==> src/sv/swtq_pkg.sv <==
// shared types and constants for the sorted wakeup timer queue
`default_nettype none
package swtq_pkg;

  localparam int QUEUE_DEPTH_DEF = 64;
  localparam int TICK_W          = 48;
  localparam int ID_W            = 16;
  localparam int OCC_W           = 7;

  typedef enum logic {
    FUNC_ENQ  = 1'b0,
    FUNC_TICK = 1'b1
  } func_t;

  typedef enum logic [1:0] {
    ST_ENQUEUED = 2'd0,
    ST_REJECTED = 2'd1,
    ST_WOKEN    = 2'd2,
    ST_NONE_DUE = 2'd3
  } status_t;

  typedef enum logic [2:0] {
    S_IDLE,
    S_INS,
    S_INS_PUT,
    S_WAKE,
    S_FLUSH
  } state_t;

  typedef struct packed {
    func_t             func;
    logic [ID_W-1:0]   task_id;
    logic [TICK_W-1:0] wake_at;
    logic [TICK_W-1:0] now_tick;
  } in_item_t;

  typedef struct packed {
    status_t          status;
    logic [ID_W-1:0]  woken_id;
    logic             last;
    logic [OCC_W-1:0] occupancy;
  } out_item_t;

  typedef struct packed {
    logic [TICK_W-1:0] tick;
    logic [ID_W-1:0]   task_id;
  } entry_t;

endpackage
`default_nettype wire

==> src/sv/swtq_mem.sv <==
// entry store: one write port, one read port with registered read data
`default_nettype none
module swtq_mem #(
  parameter int DEPTH = swtq_pkg::QUEUE_DEPTH_DEF,
  parameter int AW    = $clog2(DEPTH)
) (
  input  wire logic            clk,
  input  wire logic            we,
  input  wire logic [AW-1:0]   waddr,
  input  swtq_pkg::entry_t     wdata,
  input  wire logic            re,
  input  wire logic [AW-1:0]   raddr,
  output swtq_pkg::entry_t     rdata
);
  import swtq_pkg::*;

  entry_t store_r [DEPTH];
  entry_t rdata_r;

  always_ff @(posedge clk) begin
    if (we) begin
      store_r[waddr] <= wdata;
    end
  end

  // read data holds while no read is issued
  always_ff @(posedge clk) begin
    if (re) begin
      rdata_r <= store_r[raddr];
    end
  end

  assign rdata = rdata_r;

endmodule
`default_nettype wire

==> config.mk <==
export PLATFORM = sky130hd
export DESIGN_NAME = swtq_mem
export DESIGN_NICKNAME = d
export VERILOG_FILES = /design/src/sv/swtq_pkg.sv /design/src/sv/swtq_mem.sv
export SDC_FILE = /design/constraint.sdc
export NUM_CORES = 2
export LEC_CHECK = 0
export BUFFER_PORTS_ARGS = -buffer_cell sky130_fd_sc_hd__buf_2
export CORE_ASPECT_RATIO = 0.5
export CORE_MARGIN = 5
export CORE_UTILIZATION = 47
export DETAILED_ROUTE_END_ITERATION = 16
export PLACE_DENSITY_LB_ADDON = 0.05
export REMOVE_ABC_BUFFERS = 1
export SETUP_SLACK_MARGIN = 0.15
export SLEW_MARGIN = 20
export SYNTH_ARGS = -nofsm -noshare
export SYNTH_HDL_FRONTEND = slang
export SYNTH_SLANG_ARGS = --single-unit
export TNS_END_PERCENT = 30
==> constraint.sdc <==
create_clock -name clk -period 14.19 [get_ports clk]
set_clock_uncertainty 0.1 [all_clocks]
set_input_delay 1.419 -clock clk [delete_from_list [all_inputs] [get_ports clk]]
set_output_delay 1.419 -clock clk [all_outputs]
set_load 0.1 [all_outputs]
==> results.md <==
- Most frequent cells in the layout: edfxtp_1, mux4_2, clkbuf_16, buf_4, a22oi_1
- Hold Slack: 804 ps
- Reg-to-reg slack, setup: 11820 ps
- Crit path largest cell delay: 730 ps
- Post-route minimum period: 5110 ps
- Initial Util: 47.1%
- Largest net degree at the start of global routing: 118
- Worst skew pair latency: 930 ps
- Worst-case clock buffer depth: 4
- Type of the tightest min-delay check: primary input to register
- Hold_buf cts: 0
- Clock transition at path regs: 60 ps
- Critical path capture point type: register
- CTS tree: built
- H-Tree Level Count: 5
- Pre-antenna DRT Iters: 5
- Max-capacitance violation count: 0
- GR Util met1: 41.5%
- Final setup violating endpoints: 0
- Cell Rows: 150
- Final #Nets: 7050
- DIE WIDTH: 827 um
- Final Slew Violations: 0
- Vias in the first global route: 77500
- Netlist Area Pre-Place: 0.157 sq mm
- FF-to-FF Start: store_r[59][29]$_DFFE_PP_
- Root Buffer: clkbuf_16
- Die Ht: 419 um
- CP Cell Sequence: buf_12 -> buf_4 -> buf_4 -> buf_4 -> mux4_2 -> nor2b_1 -> a211oi_1 -> o22ai_1 -> and3_1
- Initial antenna violation count: 39
- Hold_sp: wdata[57]
- M2 GR Usage: 43.1%
- Core Area: 0.333 sq mm
- Vias: 77300
- Leakage power: 54.2 nW
- DIE AREA: 0.346 sq mm
- Worst R2R Path Depth: 5
- Most Crowded Layer GR: met2
- Slowest cell on crit path: buf_4
- Initial DRC count: 10400
- GP Congestion: 0.754
- Most used cell along the critical path: buf_4
- Grt met3 use: 4.60%
- Port Buf Inserts: 142
- Drt total wl: 482000 um
- Vias per cell: 6.59
- Status: finished, final reports clean
- Max_slew headroom: 20.0%
- Total grt overflow: 0
- Final Hold Viols: 0
- Max frequency: 196 MHz
- Total track usage: 27.7%
- Critical path peak fanout: 93
- Startpoint Class: primary input
- Dpl hpwl: 248000 um
- Pwr Density: 141 mW/mm^2
- Yosys warns: 0
- CTS resizes: 0
- Clock sink total: 4160
- Synth-to-layout area growth: 12.0%
- Worst-Margin Slew: 1200 ps
- Final Cycle Share: 36.0%
- CP required: 14750 ps
- IO Count: 143
- WHS Endpoint: store_r[10][57]$_DFFE_PP_
- CTS buffer count: 369
- Share of cells above drive strength 1: 27.6%
- DR WL/cell: 41.0 um
- Routed Antenna Nets: 0
- Final TNS setup: 0 ps
- First-pass GRT wire length: 656000 um
- Cells after Synth: 6598
- Sequential area share after synthesis: 79.6%
- Worst EP arrival: 5660 ps
- Critical path class: primary input to register
- Synthesized flop and latch total: 4160
- Number of library cell types mapped by synthesis: 32
- Peak VDD IR: 90.6 uV
- Commonest non-fill, non-tap cell in the layout: edfxtp_1
- Crit path from: raddr[0]
- Syn avg cell area: 23.8 sq um
- DRC: 0
- Worst Hold Depth: 1
- RSZ-0062 raised after global routing: false
- Post-CTS Setup Repair Bufs: 0
- FF-to-FF End: rdata[29]$_DFFE_PP_
-- how the worst max path moves through the flow --
| stage | end | slack, ps | cells after the start |
|---|---|---|---|
| after floorplan | store_r[48][0]$_DFFE_PP_ | 7370 | 3 |
| after global placement | rdata[14]$_DFFE_PP_ | 8060 | 9 |
| after detailed placement | rdata[14]$_DFFE_PP_ | 8000 | 9 |
| after CTS | rdata[16]$_DFFE_PP_ | 9020 | 9 |
| after global routing | rdata[14]$_DFFE_PP_ | 8710 | 9 |
| final | rdata[16]$_DFFE_PP_ | 9080 | 9 |
-- cell families after synthesis --
kind of cell           synth area share (%)
AOI/OAI and AO/OA                      2.47
buffers and inverters                  1.18
DFF                                    79.6
muxes                                  15.6
and+or+nand+nor                        1.23
-- area by class of cell --
class | instances | area, sq um
antenna | 10 | 25.0
clock buffer | 450 | 9690
inverter | 19 | 71.3
timing repair buffer | 372 | 2890
fill | 25500 | 158000
clock inverter | 191 | 1800
sequential | 4160 | 125000
multi-input combinational | 2049 | 30800
tap | 4484 | 5610
-- registers in the layout (all words and copies together), names as in the netlist --
signal and cells:
store_r 4096, rdata 64
-- metal layers --
metal  wire length [um]  vias to the layer above  part of all wire, %
met5                 50                        -                0.010
met4              13100                        8                  2.7
met3              41500                      693                  8.6
met2             225000                     3960                   47
met1             202000                    43400                   42
li1                   -                    29300                    -
-- where the power goes --
group	switching (mW)	internal, mW	leakage (nW)
Sequential	0.0425	13.6	37.5
Clock	4.46	5.45	5.64
Combinational	0.871	0.417	11.1
-- metrics by stage --
step | instance area [sq um] | power [mW] | cells | setup WS (ps) | utilization (%)
global placement | 164000 | 15.2 | 11100 | 8060 | 49.2
CTS | 176000 | 25.1 | 11700 | 9020 | 52.7
global route | 176000 | 25.6 | 11700 | 8710 | 52.7
finish | 176000 | 24.9 | 11700 | 9080 | 52.7
detailed placement | 164000 | 15.2 | 11100 | 8000 | 49.2
floorplan | 155000 | 14.5 | 6228 | 7370 | -
-- cells in the mapped netlist --
master	n	area share, %
nand2b_1	11	0.044
mux4_2	1024	15
mux2i_1	135	0.86
or3_1	29	0.12
a22oi_1	168	0.80
buf_4	34	0.16
buf_1	20	0.048
nand4_1	2	0.0080
a31oi_1	18	0.072
a31o_1	1	0.0056
buf_2	170	0.54
and2_1	3	0.012
buf_6	6	0.043
edfxtp_1	4160	80
nand4b_1	1	0.0056
nand3_1	45	0.14
a41oi_1	26	0.15
or2_2	28	0.11
clkbuf_1	140	0.33
nor2_1	112	0.27
a211oi_1	63	0.30
nor2b_1	28	0.11
inv_1	19	0.045
o22ai_1	83	0.33
nor3_1	2	0.0064
nand2_1	58	0.14
a2bb2oi_1	19	0.11
a22o_1	88	0.49
and3_1	64	0.26
o221ai_1	38	0.21
or3b_2	1	0.0056
nand3b_1	2	0.0096
-- worst max-delay path, delay by kind of cell --
kind,cells,cell delay (ps)
AO/OA/AOI/OAI,2,530
multiplexers,1,590
buffers and inverters,4,2400
AND/OR/NAND/NOR,2,360
Note: power is estimated with default switching activity, not from simulation.
