File: config.mk
export PLATFORM = sky130hd
export DESIGN_NAME = swtq_ctrl
export DESIGN_NICKNAME = d
export VERILOG_FILES = /design/src/sv/swtq_pkg.sv /design/src/sv/swtq_ctrl.sv
export SDC_FILE = /design/constraint.sdc
export NUM_CORES = 1
export LEC_CHECK = 0
export BUFFER_PORTS_ARGS = -buffer_cell sky130_fd_sc_hd__buf_2
export CAP_MARGIN = 0
export CORE_MARGIN = 2
export CORE_UTILIZATION = 56
export CTS_BUF_LIST = sky130_fd_sc_hd__clkbuf_8
export DETAILED_ROUTE_END_ITERATION = 8
export PLACE_DENSITY_LB_ADDON = 0.3
export SYNTH_ARGS = -nofsm -noshare
export SYNTH_HDL_FRONTEND = slang
export SYNTH_SLANG_ARGS = --single-unit
File: constraint.sdc
create_clock -name clk -period 7.5 [get_ports clk]
set_input_delay 0.375 -clock clk [delete_from_list [all_inputs] [get_ports clk]]
set_output_delay 0.375 -clock clk [all_outputs]
set_load 0.01 [all_outputs]
File: src/sv/swtq_pkg.sv
// shared types and constants for the sorted wakeup timer queue
`default_nettype none
package swtq_pkg;

  localparam int QUEUE_DEPTH_DEF = 64;
  localparam int TICK_W          = 48;
  localparam int ID_W            = 16;
  localparam int OCC_W           = 7;

  typedef enum logic {
    FUNC_ENQ  = 1'b0,
    FUNC_TICK = 1'b1
  } func_t;

  typedef enum logic [1:0] {
    ST_ENQUEUED = 2'd0,
    ST_REJECTED = 2'd1,
    ST_WOKEN    = 2'd2,
    ST_NONE_DUE = 2'd3
  } status_t;

  typedef enum logic [2:0] {
    S_IDLE,
    S_INS,
    S_INS_PUT,
    S_WAKE,
    S_FLUSH
  } state_t;

  typedef struct packed {
    func_t             func;
    logic [ID_W-1:0]   task_id;
    logic [TICK_W-1:0] wake_at;
    logic [TICK_W-1:0] now_tick;
  } in_item_t;

  typedef struct packed {
    status_t          status;
    logic [ID_W-1:0]  woken_id;
    logic             last;
    logic [OCC_W-1:0] occupancy;
  } out_item_t;

  typedef struct packed {
    logic [TICK_W-1:0] tick;
    logic [ID_W-1:0]   task_id;
  } entry_t;

endpackage
`default_nettype wire

File: src/sv/swtq_ctrl.sv
// sequencer: circular buffer pointers, insertion walk, wake drain, output register
`default_nettype none
module swtq_ctrl #(
  parameter int DEPTH = swtq_pkg::QUEUE_DEPTH_DEF,
  parameter int AW    = $clog2(DEPTH),
  parameter int CW    = $clog2(DEPTH + 1)
) (
  input  wire logic            clk,
  input  wire logic            rst_n,
  input  wire logic            in_valid,
  output logic                 in_stall,
  input  swtq_pkg::in_item_t   in_data,
  output logic                 out_valid,
  input  wire logic            out_stall,
  output swtq_pkg::out_item_t  out_data,
  output logic                 mem_we,
  output logic [AW-1:0]        mem_waddr,
  output swtq_pkg::entry_t     mem_wdata,
  output logic                 mem_re,
  output logic [AW-1:0]        mem_raddr,
  input  swtq_pkg::entry_t     mem_rdata
);
  import swtq_pkg::*;

  localparam logic [AW-1:0] LAST_IDX = AW'(DEPTH - 1);
  localparam logic [AW:0]   DEPTH_W  = (AW+1)'(DEPTH);
  localparam logic [CW-1:0] FULL_CNT = CW'(DEPTH);
  localparam logic [CW-1:0] ONE_CNT  = CW'(1);

  state_t            state_r, state_nxt;
  logic [AW-1:0]     head_r, head_nxt;
  logic [CW-1:0]     count_r, count_nxt;
  logic [CW-1:0]     pos_r, pos_nxt;
  logic [AW-1:0]     wphys_r, wphys_nxt;
  in_item_t          req_r, req_nxt;
  logic [ID_W-1:0]   pend_id_r, pend_id_nxt;
  logic [CW-1:0]     pend_occ_r, pend_occ_nxt;
  logic              have_pend_r, have_pend_nxt;
  logic              out_valid_r, out_valid_nxt;
  out_item_t         out_item_r, out_item_nxt;

  logic              slot_free;
  logic              acc;
  logic              due;
  logic              shift;
  logic              wake_act;
  logic [AW:0]       tail_sum;
  logic [AW-1:0]     tail_phys;
  logic [AW-1:0]     wdec, wdec2, head_inc;
  entry_t            new_entry;

  function automatic logic [AW-1:0] ptr_inc(input logic [AW-1:0] p);
    ptr_inc = (p == LAST_IDX) ? '0 : p + AW'(1);
  endfunction

  function automatic logic [AW-1:0] ptr_dec(input logic [AW-1:0] p);
    ptr_dec = (p == '0) ? LAST_IDX : p - AW'(1);
  endfunction

  function automatic out_item_t make_out(input status_t st, input logic [ID_W-1:0] id,
                                         input logic lst, input logic [CW-1:0] occ);
    out_item_t o;
    o.status    = st;
    o.woken_id  = id;
    o.last      = lst;
    o.occupancy = OCC_W'(occ);
    make_out    = o;
  endfunction

  assign slot_free = !out_valid_r || !out_stall;
  assign in_stall  = !((state_r == S_IDLE) && slot_free);
  assign acc       = in_valid && !in_stall;

  assign tail_sum  = {1'b0, head_r} + (AW+1)'(count_r);
  assign tail_phys = (tail_sum >= DEPTH_W) ? AW'(tail_sum - DEPTH_W) : AW'(tail_sum);
  assign wdec      = ptr_dec(wphys_r);
  assign wdec2     = ptr_dec(wdec);
  assign head_inc  = ptr_inc(head_r);

  assign new_entry.tick    = req_r.wake_at;
  assign new_entry.task_id = req_r.task_id;

  // entry ahead of the slot moves up while its tick is strictly later
  assign shift    = mem_rdata.tick > req_r.wake_at;
  assign due      = mem_rdata.tick <= req_r.now_tick;
  // a drain step needs the output slot unless it only picks up the first due entry
  assign wake_act = (have_pend_r || !due) ? slot_free : 1'b1;

  // next state
  always_comb begin
    state_nxt = state_r;
    case (state_r)
      S_IDLE: begin
        if (acc) begin
          if (in_data.func == FUNC_ENQ) begin
            if (count_r != FULL_CNT && count_r != '0) begin
              state_nxt = S_INS;
            end
          end else if (count_r != '0) begin
            state_nxt = S_WAKE;
          end
        end
      end
      S_INS: begin
        if (shift) begin
          state_nxt = (pos_r == ONE_CNT) ? S_INS_PUT : S_INS;
        end else begin
          state_nxt = S_IDLE;
        end
      end
      S_INS_PUT: state_nxt = S_IDLE;
      S_WAKE: begin
        if (wake_act) begin
          if (due) begin
            state_nxt = (count_r == ONE_CNT) ? S_FLUSH : S_WAKE;
          end else begin
            state_nxt = S_IDLE;
          end
        end
      end
      S_FLUSH: begin
        if (slot_free) begin
          state_nxt = S_IDLE;
        end
      end
      default: state_nxt = S_IDLE;
    endcase
  end

  // datapath, memory requests and output register
  always_comb begin
    head_nxt      = head_r;
    count_nxt     = count_r;
    pos_nxt       = pos_r;
    wphys_nxt     = wphys_r;
    req_nxt       = req_r;
    pend_id_nxt   = pend_id_r;
    pend_occ_nxt  = pend_occ_r;
    have_pend_nxt = have_pend_r;
    out_item_nxt  = out_item_r;
    out_valid_nxt = out_valid_r && out_stall;
    mem_we        = 1'b0;
    mem_waddr     = wphys_r;
    mem_wdata     = new_entry;
    mem_re        = 1'b0;
    mem_raddr     = head_r;

    case (state_r)
      S_IDLE: begin
        if (acc) begin
          req_nxt = in_data;
          if (in_data.func == FUNC_ENQ) begin
            if (count_r == FULL_CNT) begin
              out_item_nxt  = make_out(ST_REJECTED, '0, 1'b1, count_r);
              out_valid_nxt = 1'b1;
            end else if (count_r == '0) begin
              // empty queue: the item goes straight to the head slot
              mem_we            = 1'b1;
              mem_waddr         = head_r;
              mem_wdata.tick    = in_data.wake_at;
              mem_wdata.task_id = in_data.task_id;
              count_nxt         = count_r + ONE_CNT;
              out_item_nxt      = make_out(ST_ENQUEUED, '0, 1'b1, count_r + ONE_CNT);
              out_valid_nxt     = 1'b1;
            end else begin
              wphys_nxt = tail_phys;
              pos_nxt   = count_r;
              mem_re    = 1'b1;
              mem_raddr = ptr_dec(tail_phys);
            end
          end else begin
            if (count_r == '0) begin
              out_item_nxt  = make_out(ST_NONE_DUE, '0, 1'b1, count_r);
              out_valid_nxt = 1'b1;
            end else begin
              have_pend_nxt = 1'b0;
              mem_re        = 1'b1;
              mem_raddr     = head_r;
            end
          end
        end
      end
      S_INS: begin
        if (shift) begin
          mem_we    = 1'b1;
          mem_waddr = wphys_r;
          mem_wdata = mem_rdata;
          wphys_nxt = wdec;
          pos_nxt   = pos_r - ONE_CNT;
          if (pos_r != ONE_CNT) begin
            mem_re    = 1'b1;
            mem_raddr = wdec2;
          end
        end else begin
          mem_we        = 1'b1;
          mem_waddr     = wphys_r;
          count_nxt     = count_r + ONE_CNT;
          out_item_nxt  = make_out(ST_ENQUEUED, '0, 1'b1, count_r + ONE_CNT);
          out_valid_nxt = 1'b1;
        end
      end
      S_INS_PUT: begin
        mem_we        = 1'b1;
        mem_waddr     = wphys_r;
        count_nxt     = count_r + ONE_CNT;
        out_item_nxt  = make_out(ST_ENQUEUED, '0, 1'b1, count_r + ONE_CNT);
        out_valid_nxt = 1'b1;
      end
      S_WAKE: begin
        if (wake_act) begin
          if (have_pend_r) begin
            out_item_nxt  = make_out(ST_WOKEN, pend_id_r, !due, pend_occ_r);
            out_valid_nxt = 1'b1;
          end else if (!due) begin
            out_item_nxt  = make_out(ST_NONE_DUE, '0, 1'b1, count_r);
            out_valid_nxt = 1'b1;
          end
          if (due) begin
            pend_id_nxt   = mem_rdata.task_id;
            pend_occ_nxt  = count_r - ONE_CNT;
            have_pend_nxt = 1'b1;
            head_nxt      = head_inc;
            count_nxt     = count_r - ONE_CNT;
            if (count_r != ONE_CNT) begin
              mem_re    = 1'b1;
              mem_raddr = head_inc;
            end
          end
        end
      end
      S_FLUSH: begin
        if (slot_free) begin
          out_item_nxt  = make_out(ST_WOKEN, pend_id_r, 1'b1, pend_occ_r);
          out_valid_nxt = 1'b1;
        end
      end
      default: begin
      end
    endcase
  end

  always_ff @(posedge clk) begin
    if (!rst_n) begin
      state_r     <= S_IDLE;
      head_r      <= '0;
      count_r     <= '0;
      have_pend_r <= 1'b0;
      out_valid_r <= 1'b0;
    end else begin
      state_r     <= state_nxt;
      head_r      <= head_nxt;
      count_r     <= count_nxt;
      have_pend_r <= have_pend_nxt;
      out_valid_r <= out_valid_nxt;
    end
  end

  always_ff @(posedge clk) begin
    pos_r      <= pos_nxt;
    wphys_r    <= wphys_nxt;
    req_r      <= req_nxt;
    pend_id_r  <= pend_id_nxt;
    pend_occ_r <= pend_occ_nxt;
    out_item_r <= out_item_nxt;
  end

  assign out_valid = out_valid_r;
  assign out_data  = out_item_r;

endmodule
`default_nettype wire

==> results.md <==
* CP bufs+invs at 4
* Setup Viol. Count Final at 0
* Post-synthesis instance area at 0.0117 mm2
* Top delay family on crit path: simple AND/OR/NAND/NOR gates
* Initial Utilization at 0.575
* Startpoint Class: flop
* Final period util at 0.605
* Final Core Density at 0.677
* Synth Flop Type: edfxtp_1
* Vias/cell at 5.98
* Final hold violations at 0
* Count of cell types in the netlist at 64
* Aggregate global routing overflow at 0
* Vias in the first global route at 9584
* Area occupied by multi-input gates at 0.00543 mm2
* # rows at 52
* DRT Pass-1 Iters at 8
* Worst setup path class: flop to primary output
* Async set-reset flop share out of synthesis at 0
* Crit-path max FO at 72
* Root Driver: clkbuf_8
* I/O pin total at 287
* Fmax at 0.220 GHz
* Clock Tree Buf Depth at 2
* Least-Margin Pin Slew at 1.04 ns
* First DRT Iteration DRCs at 859
* Critical-path cell list: inv_1 -> ha_1 -> nand4_1 -> nor4_1 -> inv_1 -> a31oi_1 -> nand2_1 -> nor2_4 -> buf_4 -> a22oi_1 -> o31ai_1 -> buf_2
* FF+latch area at 0.00559 mm2
* Max Clock Skew at 0.0263 ns
* Yosys reg bits at 192
* Final Net Count at 1686
* Relative slew slack at 0.306
* Horiz. Die Dim at 149 um
* Fillers at 1529
* Area of the core at 0.0204 mm2
* Post-synthesis sequential area ratio at 0.477
* Fin. max-slew vios at 0
* PwrDens at 322 mW/mm2
* FF-to-FF Start: req_r[26]$_DFFE_PP_
* Worst EP arrival at 4.16 ns
* Worst-path clk slew at 0.13 ns
* Post-Synthesis Net Count at 1425
* Num CTS Buffers at 17
* Final ANT Viol Nets at 0
* Min-delay src: in_data[30]
* Status: complete, no violations
* MaxCap Viol Count at 0
* # DRC at 0
* Syn Area/Cell at 10.3 um2
* Routed Wire Length at 31300 um
* H-tree levels at 4
* DR vias at 10000
* Post-CTS setup buffers at 0
* Chip height at 149 um
* Final HPWL DP at 23400 um
* Crit-path slowest cell: buf_4
* GPL Wtd Cong at 0.946
* CTS tree: yes
* Most common cell after layout, fill and taps aside: buf_2
* Post-CTS Hold Buffers at 0
* First-pass GRT wire length at 48400 um
* Clock Latency Late Sink at 0.49 ns
* Leakage at 6.02 nW
* Routed wire per std cell at 18.7 um
* Worst path max stage delay at 0.67 ns
* Most frequent cells in the layout: buf_2, edfxtp_1, inv_1, ha_1, nand2_1
* Peak supply drop at 161 uV
* CP required at 7.12 ns
* Clock Sinks at 192
* Post-synth EDFFs at 174
* Share of post-route cells with drive strength above 1 at 0.243
* Crit path from: new_entry[61]$_DFFE_PP_
* Cts repair resizes at 0
* Largest net degree at the start of global routing at 73
* Hold/Removal Path Class: primary input to flop
* Minimum clock period after layout at 4.54 ns
* Crit. End Element: primary output
* Die Footprint at 0.0221 mm2
* GRT Util Overall at 0.280
* Port bufs at 286
* Setup TNS at 0 ns
* Area Growth Syn to Fin at 17.8%
* Antenna violations before repair at 3
* Gate Count Post-Synth at 1131
* RSZ-0062 raised after global routing: false
* Synth warnings at 0
* CP dominant cell by count: inv_1
[power by group]
part | switching, mW | internal [mW] | leakage [nW] | total [mW]
combinational | 1.27 | 0.737 | 3.99 | 2.01
clock | 0.484 | 0.280 | 0.226 | 0.765
sequential | 0.113 | 1.55 | 1.80 | 1.67
total | 1.87 | 2.57 | 6.02 | 4.44
[state kept, by name, indices dropped and copies added, names as in the netlist]
| name | cells |
|---|---|
| out_valid | 1 |
| wphys_r | 6 |
| head_r | 6 |
| req_r | 48 |
| pend_occ_r | 7 |
| pos_r | 7 |
| state_r | 3 |
| new_entry | 64 |
| count_r | 7 |
| out_data | 26 |
| have_pend_r | 1 |
| pend_id_r | 16 |
[synthesized netlist by cell type (all sizes together), types with 8 or more instances]
| cell | n | area (um2) |
|---|---|---|
| nor4 | 10 | 77.6 |
| dfxtp | 18 | 360 |
| clkbuf | 40 | 150 |
| a22o | 17 | 149 |
| nand4 | 22 | 138 |
| nand2b | 11 | 68.8 |
| nor2 | 47 | 186 |
| nand3 | 23 | 115 |
| a22oi | 53 | 398 |
| edfxtp | 174 | 5230 |
| buf | 14 | 86.3 |
| a21oi | 80 | 400 |
| xnor2 | 21 | 184 |
| nand2 | 89 | 334 |
| a21o | 19 | 143 |
| o21ai | 53 | 265 |
| o31ai | 53 | 403 |
| mux2i | 11 | 110 |
| a31oi | 11 | 68.8 |
| ha | 112 | 1400 |
| inv | 124 | 465 |
| a211oi | 8 | 65.1 |
| nor3 | 22 | 110 |
| and2 | 20 | 125 |
[worst reg2reg max path, delay by kind of cell (launching register included)]
kind / cells / cell delay, ns
AND/OR/NAND/NOR: 4 / 1.39
flip-flops: 1 / 0.36
AO/OA/AOI/OAI: 2 / 0.16
adder cells (fa/ha/maj): 1 / 0.28
buffers and inverters: 3 / 1.12
[final cells by class]
type,instances,area share
diodes,1,0.000181
clock buffers,17,0.0170
clock inverters,15,0.0163
inverters,124,0.0339
multi-input cells,761,0.394
flip-flops and latches,192,0.405
well taps,270,0.0245
repair buffers,296,0.109
[logic make-up after synthesis]
| logic type | count (synthesis) | share of synthesized area |
|---|---|---|
| AOI/OAI and AO/OA | 333 | 0.192 |
| muxes | 14 | 0.0123 |
| buffers and inverters | 178 | 0.0600 |
| xor gates and xnor gates | 28 | 0.0210 |
| adders and majority gates | 113 | 0.121 |
| DFF | 192 | 0.477 |
| and+or+nand+nor | 273 | 0.116 |
[stage by stage]
stage	hold WS, ns	std cells	instance area (um2)	total power [mW]	setup WS [ns]
3_5_place_dp	0.503	1643	13300	3.68	3.40
2_1_floorplan	0.474	1131	11700	3.00	1.39
4_1_cts	0.0145	1675	13800	4.44	2.96
3_3_place_gp	0.499	1643	13300	3.63	3.46
6_report	0.0424	1676	13800	4.44	2.96
5_1_grt	0.0104	1675	13800	4.73	2.67
[final timing paths]
path	slack, ns	end	depth (start not counted)
max reg2reg	3.80	pend_occ_r[3]$_DFFE_PP_	10
max	2.96	mem_wdata[30]	12
min	0.04	req_r[30]$_DFFE_PP_	1
min reg2reg	0.53	out_data[16]$_DFFE_PP_	1
[metal layers]
layer,wire length (um),share of wire,global-route usage,vias to the layer above
met5,27,0.00086,0,-
met4,845,0.027,0.0881,4
met3,2510,0.080,0.0617,67
met2,15700,0.50,0.493,470
met1,12200,0.39,0.343,4725
li1,-,-,-,4757
Note: power is estimated with default switching activity, not from simulation.
